--- src/design/cowg_pkg.sv ---
`timescale 1ns / 1ps
// ----------------------------------------------------------------------------
// cowg_pkg
// Shared types and constants of the character-set odometer word generator.
// ----------------------------------------------------------------------------
package cowg_pkg;

   // widths fixed by the word formats
   localparam int CHAR_W  = 8;
   localparam int POS_W   = 4;
   localparam int WLEN_W  = 5;
   localparam int WORD_CAP = 16;

   localparam logic [WLEN_W-1:0] WLEN_RESET = 5'd8;

   typedef enum logic [1:0] {
      CMD_ADD     = 2'd0,
      CMD_REMOVE  = 2'd1,
      CMD_STEP    = 2'd2,
      CMD_RESTART = 2'd3
   } cmd_type;

   typedef struct packed {
      cmd_type               cmd;
      logic [POS_W-1:0]      position;
      logic [CHAR_W-1:0]     character;
   } req_type;

   typedef struct packed {
      logic [CHAR_W-1:0]     out_char;
      logic [POS_W-1:0]      out_position;
      logic                  last_of_word;
      logic                  final_word;
      logic                  no_word;
   } rsp_type;

   // odometer control from the sequencer
   typedef struct packed {
      logic                  clear;
      logic                  advance;
      logic                  last;
      logic [POS_W-1:0]      nx;
   } odo_ctl_type;

endpackage

--- src/design/cowg_odometer.sv ---
`timescale 1ns / 1ps
// ----------------------------------------------------------------------------
// cowg_odometer
// Mixed-radix digit registers with the exhausted flag and one read port.
// ----------------------------------------------------------------------------
module cowg_odometer import cowg_pkg::*; #(
   parameter int MAX_POSITIONS = 16,
   parameter int SET_DEPTH     = 256
) (
   input  logic                 clock,
   input  logic                 reset,
   input  odo_ctl_type          odo_ctl,
   input  logic [POS_W-1:0]     rd_pos,
   output logic [((SET_DEPTH > 1) ? $clog2(SET_DEPTH) : 1)-1:0] rd_digit,
   output logic                 exhausted
);

   localparam int DW  = (SET_DEPTH > 1) ? $clog2(SET_DEPTH) : 1;
   localparam int CAP = (MAX_POSITIONS < WORD_CAP) ? MAX_POSITIONS : WORD_CAP;
   localparam int OW  = (CAP > 1) ? $clog2(CAP) : 1;
   localparam int ND  = 2 ** OW;

   logic [DW-1:0] digits_ff [ND];
   logic [DW-1:0] digits_in [ND];
   logic          exhausted_ff;
   logic          exhausted_in;

   function automatic logic [OW-1:0] to_oidx(input logic [POS_W-1:0] p);
      logic [OW+POS_W-1:0] w;
      w = {{OW{1'b0}}, p};
      return w[OW-1:0];
   endfunction

   assign rd_digit  = digits_ff[to_oidx(rd_pos)];
   assign exhausted = exhausted_ff;

   always_comb begin
      digits_in    = digits_ff;
      exhausted_in = exhausted_ff;
      if (odo_ctl.clear) begin
         for (int i = 0; i < ND; i++) digits_in[i] = '0;
         exhausted_in = 1'b0;
      end else if (odo_ctl.advance) begin
         if (odo_ctl.last) begin
            exhausted_in = 1'b1;
         end else begin
            // bump the advancing digit, zero everything to its right
            for (int i = 0; i < ND; i++) begin
               if (7'(i) > {3'b000, odo_ctl.nx}) digits_in[i] = '0;
            end
            digits_in[to_oidx(odo_ctl.nx)] = digits_ff[to_oidx(odo_ctl.nx)] + 1'b1;
         end
      end
   end

   always_ff @(posedge clock) begin
      if (reset) begin
         for (int i = 0; i < ND; i++) digits_ff[i] <= '0;
         exhausted_ff <= 1'b0;
      end else begin
         digits_ff    <= digits_in;
         exhausted_ff <= exhausted_in;
      end
   end

endmodule

--- config.mk ---
export PLATFORM = sky130hd
export DESIGN_NAME = cowg_odometer
export DESIGN_NICKNAME = d
export VERILOG_FILES = /design/src/design/cowg_pkg.sv /design/src/design/cowg_odometer.sv
export SDC_FILE = /design/constraint.sdc
export NUM_CORES = 1
export LEC_CHECK = 0
export BUFFER_PORTS_ARGS = -buffer_cell sky130_fd_sc_hd__buf_2
export CORE_MARGIN = 2
export CORE_UTILIZATION = 51
export CTS_CLUSTER_SIZE = 8
export DETAILED_ROUTE_END_ITERATION = 8
export PLACE_DENSITY = 0.64
export RECOVER_POWER = 100
export SLEW_MARGIN = 15
export SYNTH_ARGS = -nofsm -noshare
export SYNTH_HDL_FRONTEND = slang
export SYNTH_SLANG_ARGS = --single-unit
export TNS_END_PERCENT = 20
--- constraint.sdc ---
create_clock -name clock -period 3 [get_ports clock]
set_input_delay 0.15 -clock clock [delete_from_list [all_inputs] [get_ports clock]]
set_output_delay 0.15 -clock clock [all_outputs]
set_load 0.01 [all_outputs]
==> impl_metrics.ini, run 1 <==
[clock_network]
numCtsBuffers = 17
clkLatencyLatePin_ns = 0.42
cts.reportedPaths.clkPinSlew_ns = 0.06
cts_tree = done
clock-sinks = 129
cts.repair.resized = 0
hold_buffers = 2
htree_levels = 4
clk_path_buf_depth = 2
root_buffer = clkbuf_16
post_cts_buffers = 0

[finish]
n_antenna_cell = 0
fillCellCount = 1119
seqCellArea_um2 = 2582
syn_to_final_growth_pct = 12.21
drive_gt1_share_pct = 21.25
final_common_cell = dfxtp_1
multiInputGateArea_um2 = 3741
layout_common_cells = dfxtp_1, nand2_1, o21ai_0
fin_nets = 674
final_cells = 845

[place]
place_hpwl_mm = 13.39
place_inst = 811
place_congestion = 0.8403
port_buffers = 21

[routing]
drc = 0
first_pass_iters = 5
ant_nets = 0
vias_per_cell = 6.386
routedWlPerCell_um = 22.71
wirelength_mm = 19.19
vias = 5396
drt_iter0_markers = 643

[grt]
grt_usage_pct = 28.58
top_usage_layer = met2
use_met3_pct = 6.274
grt_max_degree = 60
grt_pass1_wl_mm = 30.34
antenna_found_initial = 0
grt_util_met1_pct = 38.87
met2_usage_pct = 45.99
grt_pass1_vias = 5360
grt_overflow = 0

[yosys]
async_reset_ff_share_pct = 0
yosysUniqueCellTypes = 51
synth_flop_cell = dfxtp_1
netlist_top_cells_area = dfxtp_1, mux4_2, nand2_1
netlist_area_um2 = 6669
syn_area_per_cell_um2 = 10.42
postSynthCellCount = 640
synthDominantCellAreaShare_pct = 38.72
synth_nets = 654
yosys_warnings = 0
ys_ff_latch = 129
synth_edf_count = 0
synth_area_leader_cell = dfxtp_1
yosysSeqAreaShare_pct = 38.72

[job]
cap_violations = 0

[timing]
finalHoldViolCount = 0
fin_skew_ns = 0.006354
final.period_utilization_pct = 89.04
rsz0062_at_grt = false
tightest_slew_ns = 1.151
period_minus_slack_ns = 2.671
setup_viol = 0
tns_ns = 0
fmax_mhz = 374.4
timing.slew.headroom_pct = 23.25
drv_slew = 0

[worst_setup_path]
cp_top_family = compound AO/OA/AOI/OAI gates
crit_required_ns = 3.30
crit_path_start_kind = input port
crit_fanout = 18
worst-setup-path-type = input port to flop
slowest_delay_ns = 0.71
end_kind = flop
crit_top_cell = buf_4
r2r_cells = 8
crit_buf_inv = 3
path_depth = 9
slowest_stage = a221oi_1
crit_chain = buf_2 -> buf_4 -> mux4_2 -> a22o_1 -> a221oi_1 -> nor4_4 -> xnor2_2 -> buf_4 -> o21ai_0
worstPathArrival_ns = 2.97

[pwr]
p_leak_nw = 2.576
ir_drop_uv = 507.7
power_density_nw_per_um2 = 556.8

[floorplan]
core_area_um2 = 12670
floorplan.initialDensity_pct = 52.63
die-area_um2 = 14010
rows = 41
io_pins = 22
die_x_um = 118.4
fp.dieH_um = 118.4

[hold_path]
hold_path_class = input port to flop
worstHoldPathCells = 5

[status]
outcome = complete, no violations
[metrics by stage]
step	setup slack (ns)	hold WS, ns	cell area (µm²)	power [mW]	util, %
after detailed placement	0.3132	0.4186	6913	1.981	54.56
final	0.3288	0.2609	7483	4.166	59.06
after global routing	0.2587	0.2819	7483	4.280	59.06
after floorplan	0.6465	0.2906	6669	1.921	-
after CTS	0.6538	0.2382	7565	4.182	59.70
after global placement	0.3287	0.3964	6913	1.979	54.56
[final timing paths]
path                  from        endpoint  slack (ns)
max             odo_ctl[0]   digits_ff[87]        0.33
min                  reset  digits_ff[124]        0.26
max reg2reg   digits_ff[8]   digits_ff[59]        0.40
min reg2reg  digits_ff[67]   digits_ff[67]        0.47
[final cells by class]
class | instances | area share (%)
well taps | 172 | 2.876
inverters | 2 | 0.1003
multi-input cells | 462 | 49.99
clock buffers | 23 | 6.387
repair buffers | 48 | 4.080
clock inverters | 9 | 2.057
flip-flops and latches | 129 | 34.51
[where the power goes]
part	total [mW]	leakage (nW)	switching (mW)	internal (mW)
sequential	1.72	1.04	0.00121	1.72
combinational	0.231	1.23	0.157	0.0748
clock	2.22	0.303	0.764	1.45
[sequential cells by signal, indices dropped and copies added, names as in the netlist]
register,flops
exhausted,1
digits_ff,128
[Yosys cell counts, types with 3 or more instances]
cell type / count
a21oi_1: 17
a22oi_1: 51
and2_1: 6
buf_1: 5
buf_2: 3
buf_6: 4
clkbuf_1: 26
clkbuf_8: 4
dfxtp_1: 129
mux4_1: 14
mux4_2: 55
mux4_4: 4
nand2_1: 120
nand2b_1: 4
nand3_1: 5
nor2_1: 60
nor3_1: 8
o21ai_0: 61
o21ai_1: 12
o21ai_2: 9
or2_2: 3
xor2_1: 3
[tightest hold or removal path, delay by kind of cell]
family | cells | cell delay [ns]
buffers and inverters | 2 | 0.29
and+or+nand+nor | 1 | 0.04
AOI/OAI and AO/OA | 2 | 0.14
[metal layers]
metal,part of all wire [%],vias up
met5,0,-
met4,1.6,0
met3,8.2,32
met2,49,293
met1,41,2654
li1,-,2417
[cells by family after synthesis]
group	synth area share (%)
flip-flops	38.72
AO/OA/AOI/OAI	14.95
multiplexers	25.89
AND/OR/NAND/NOR	14.48
buffers and inverters	4.634
XOR/XNOR	1.126
adder cells (fa/ha/maj)	0.1876
(Power assumes the default switching activity.)
==> inputs of run 2 (changes only) <==
--- a/config.mk
+++ b/config.mk
@@ -7,10 +7,10 @@
 export LEC_CHECK = 0
 export BUFFER_PORTS_ARGS = -buffer_cell sky130_fd_sc_hd__buf_2
 export CORE_MARGIN = 2
-export CORE_UTILIZATION = 51
+export CORE_UTILIZATION = 45
 export CTS_CLUSTER_SIZE = 8
 export DETAILED_ROUTE_END_ITERATION = 8
-export PLACE_DENSITY = 0.64
+export PLACE_DENSITY = 0.57
 export RECOVER_POWER = 100
 export SLEW_MARGIN = 15
 export SYNTH_ARGS = -nofsm -noshare
==> impl_metrics.ini, run 2 (synthesis gave the netlist of run 1 again) <==
[pwr]
p_clk_share_pct = 52.8
swShare_pct = 22.03
power_density_nw_per_um2 = 551.7
ir_drop_uv = 391.5
power.switching_uw = 909.0
p_leak_nw = 2.570
combPwrFrac_pct = 5.6
seqPwrFrac_pct = 41.6
internal_power_mw = 3.217

[hold_path]
hp-start = reset
hold_path_class = input port to flop

[timing]
period_minus_slack_ns = 2.576
setup_viol = 0
tightest_slew_ns = 0.8346
timing.slew.headroom_pct = 44.36
fin_skew_ns = 0.006389
final.period_utilization_pct = 85.88
drv_slew = 0
finalHoldViolCount = 0
fmax_mhz = 388.2
whs_ns = 0.2486
rsz0062_at_grt = false
tns_ns = 0

[grt]
antenna_found_initial = 0
grt_util_met1_pct = 35.22
grt_usage_pct = 25.40
use_met3_pct = 5.607
grt_max_degree = 60
grt_pass1_wl_mm = 30.49
grt_overflow = 0
top_usage_layer = met2
grt_pass1_vias = 5181
met2_usage_pct = 39.62

[clock_network]
clock-sinks = 129
htree_levels = 4
cts.repair.resized = 0
clkLatencyLatePin_ns = 0.42
cts.reportedPaths.clkPinSlew_ns = 0.06
clk_path_buf_depth = 2
cts_tree = done
root_buffer = clkbuf_16
numCtsBuffers = 17

[floorplan]
die_x_um = 125.7
floorplan.initialDensity_pct = 46.06
rows = 44
die-area_um2 = 15810
core_area_um2 = 14480
io_pins = 22
fp.dieH_um = 125.7

[place]
place_hpwl_mm = 13.80
port_buffers = 21
place_congestion = 0.9224

[worst_setup_path]
worst-setup-path-type = flop to flop
crit_fanout = 16
worstPathArrival_ns = 2.84
r2r-start = digits_ff[112]
end_kind = flop
crit_path_start_kind = flop
critPathLaunch = digits_ff[112]
crit_required_ns = 3.26

[status]
outcome = complete, no violations

[finish]
drive_gt1_share_pct = 20.30
layout_common_cells = dfxtp_1, nand2_1, o21ai_0
fin_nets = 672
largest_reg_flops = 128
syn_to_final_growth_pct = 12.14
final_common_cell = dfxtp_1
n_antenna_cell = 0
regMostFlops = digits_ff

[routing]
wirelength_mm = 19.38
ant_nets = 0
vias_per_cell = 6.276
drt_iter0_markers = 596
drc = 0
first_pass_iters = 5
vias = 5360
routedWlPerCell_um = 22.69

[job]
cap_violations = 0
[run 2: changes by cell type in the layout (fill, tap and decap cells not counted), sizes merged]
cell and change:
buf -1, clkbuf -3, clkinv +1
[run 2: final timing paths]
kind	to	slack, ns	cells after the start
min reg2reg	digits_ff[61]	0.47	2
max	digits_ff[3]	0.42	8
min	digits_ff[124]	0.25	5
max reg2reg	digits_ff[3]	0.42	8
[run 2: metrics by stage]
stage               power [mW]  instance area, µm²  cells  setup slack (ns)  util (%)
finish                   4.126                7478    854            0.4237     51.65
CTS                      4.151                7532    853            0.6743     52.02
global placement         1.979                6893    820            0.3684     47.61
detailed placement       1.980                6893    820            0.3161     47.61
floorplan                1.921                6669    640            0.6465         -
global route             4.259                7478    854            0.2778     51.65
[run 2: power groups by stage]
stage,logic (mW),registers [mW],clock network (mW)
after global placement,0.226,1.75,0
after CTS,0.229,1.72,2.21
after global routing,0.246,1.72,2.30
after floorplan,0.168,1.75,0
final,0.232,1.72,2.18
after detailed placement,0.226,1.75,0
[run 2: area by class of cell]
class	instances	area (µm²)
clock buffers	21	460.4
clock inverters	10	158.9
fillers	1327	7000
inverters	2	7.507
multi-input cells	462	3735
flip-flops and latches	129	2582
well taps	184	230.2
repair buffers	46	304.0
[run 2: timing repair]
action / 4_1_cts / 5_1_grt
endpoints found under the hold margin: 1 / 0
setup buffers: 0 / 0
hold buffers: 2 / 0
[run 2: worst max-delay path, cell delays in order (launching register included)]
cell	delay (ns)
dfxtp_1	0.32
mux4_1	0.56
nand2_1	0.10
and4_1	0.22
inv_1	0.13
nand3_1	0.13
xor2_1	0.14
clkbuf_1	0.60
o21ai_0	0.21
[run 2: per-layer routing]
metal	vias to the layer above	wire, µm	share of wire [%]
met5	-	0	0
met4	0	378	2.0
met3	27	1393	7.2
met2	234	9143	47
met1	2690	8462	44
li1	2409	-	-
==> inputs of run 3 (changes only) <==
--- a/config.mk
+++ b/config.mk
@@ -12,6 +12,7 @@
 export DETAILED_ROUTE_END_ITERATION = 8
 export PLACE_DENSITY = 0.57
 export RECOVER_POWER = 100
+export REMOVE_ABC_BUFFERS = 1
 export SLEW_MARGIN = 15
 export SYNTH_ARGS = -nofsm -noshare
 export SYNTH_HDL_FRONTEND = slang
==> impl_metrics.ini, run 3 (synthesis gave the netlist of run 1 again) <==
[clock_network]
cts.reportedPaths.clkPinSlew_ns = 0.06
htree_levels = 4
cts.repair.resized = 0
clock-sinks = 129
cts_tree = done
root_buffer = clkbuf_16
clk_path_buf_depth = 2
numCtsBuffers = 17
clkLatencyLatePin_ns = 0.44

[finish]
syn_to_final_growth_pct = 11.44
multiInputGateArea_um2 = 3745
drive_gt1_share_pct = 20.83
final_cells = 856
final_common_cell = dfxtp_1
n_antenna_cell = 0
largest_reg_flops = 128
seqCellArea_um2 = 2582
fin_nets = 673
stdcell_area_um2 = 7432
fillCellCount = 1320
layout_common_cells = dfxtp_1, nand2_1, o21ai_0
postLayoutCoreUtil_pct = 51.33
regMostFlops = digits_ff

[routing]
drc = 0
vias_per_cell = 6.193
first_pass_iters = 5
routedWlPerCell_um = 21.92
ant_nets = 0
vias = 5301
drt_iter0_markers = 565
wirelength_mm = 18.77

[place]
port_buffers = 21
dp_worst_setup_slack_ns = 0.3115
place_hpwl_mm = 13.38
place_inst = 822
dpl_cell_area_um2 = 6920
place_congestion = 0.9149

[timing]
tightest_slew_ns = 0.8630
timing.slew.headroom_pct = 42.47
fmax_mhz = 381.0
timing.final.ws_setup_ns = 0.3753
period_minus_slack_ns = 2.625
whs_ns = 0.2518
rsz0062_at_grt = false
setup_viol = 0
fin_skew_ns = 0.01056
tns_ns = 0
finalHoldViolCount = 0
drv_slew = 0
final.period_utilization_pct = 87.49

[grt]
grt_max_degree = 60
grt_pass1_vias = 5334
grt_usage_pct = 24.79
grt_overflow = 0
antenna_found_initial = 0
grt_pass1_wl_mm = 30.08

[hold_path]
hold_path_class = input port to flop
worstHoldPathCells = 5

[pwr]
power_density_nw_per_um2 = 532.0
p_clk_share_pct = 50.8
internal_power_mw = 2.890
power.switching_mw = 1.064
p_leak_nw = 2.537
combPwrFrac_pct = 5.8
seqPwrFrac_pct = 43.4
total_power_mw = 3.954
swShare_pct = 26.90
ir_drop_uv = 414.6

[worst_setup_path]
crit_path_start_kind = flop
crit_chain = mux4_1 -> a22oi_1 -> nand2_1 -> nand3_1 -> xor2_1 -> clkbuf_1 -> o21ai_0
worstPathArrival_ns = 2.90
path_depth = 7
end_kind = flop
worst-setup-path-type = flop to flop
slowest_delay_ns = 0.63
slowest_stage = clkbuf_1
cp_top_family = buffers and inverters
r2r_cells = 7
crit_required_ns = 3.28
crit_buf_inv = 1
crit_fanout = 16

[job]
cap_violations = 0

[floorplan]
core_area_um2 = 14480
floorplan.initialDensity_pct = 46.06
io_pins = 22
fp.dieH_um = 125.7
die-area_um2 = 15810
rows = 44
die_x_um = 125.7

[status]
outcome = complete, no violations
## run 3: cell count changes in the layout (fill, tap and decap cells not counted), sizes merged
cell,previous run,this run
inv,2,13
buf,30,27
clkinvlp,2,3
bufinv,4,0
clkinv,4,1
## run 3: power groups by stage
stage / Clock (mW) / Sequential, mW / Combinational [mW]
5_1_grt: 2.11 / 1.71 / 0.244
3_3_place_gp: 0 / 1.75 / 0.226
4_1_cts: 2.03 / 1.72 / 0.228
6_report: 2.01 / 1.72 / 0.230
3_5_place_dp: 0 / 1.75 / 0.225
2_1_floorplan: 0 / 1.75 / 0.103
## run 3: worst paths after layout
kind / start / to / slack (ns)
hold reg to reg: digits_ff[61] / digits_ff[61] / 0.47
setup reg to reg: digits_ff[42] / digits_ff[75] / 0.38
hold / removal: reset / digits_ff[126] / 0.25
setup / recovery: digits_ff[42] / digits_ff[75] / 0.38
## run 3: layer usage
metal  wire [µm]  track usage (%)
met5           0                0
met2        8828            39.11
met3        1359            6.202
met1        8131            33.11
met4         447            9.632
## run 3: cell type report
type                            count  area share, %
Multi-Input combinational cell    462          50.39
Sequential cell                   129          34.75
Clock buffer                       17          5.724
Timing Repair Buffer               47          4.074
Tap cell                          184          3.098
Clock inverter                     15          1.869
Inverter                            2         0.1010
## run 3: worst min-delay path: stages
cell	delay [ns]
buf_2	0.08
nor2_1	0.03
buf_4	0.21
o21ai_0	0.10
a21oi_1	0.05
## run 3: what timing repair did
item	4_1_cts	5_1_grt
endpoints found under the hold margin	1	0
buffers inserted	0	0
hold buffers	2	0
endpoints found under the setup margin	0	0
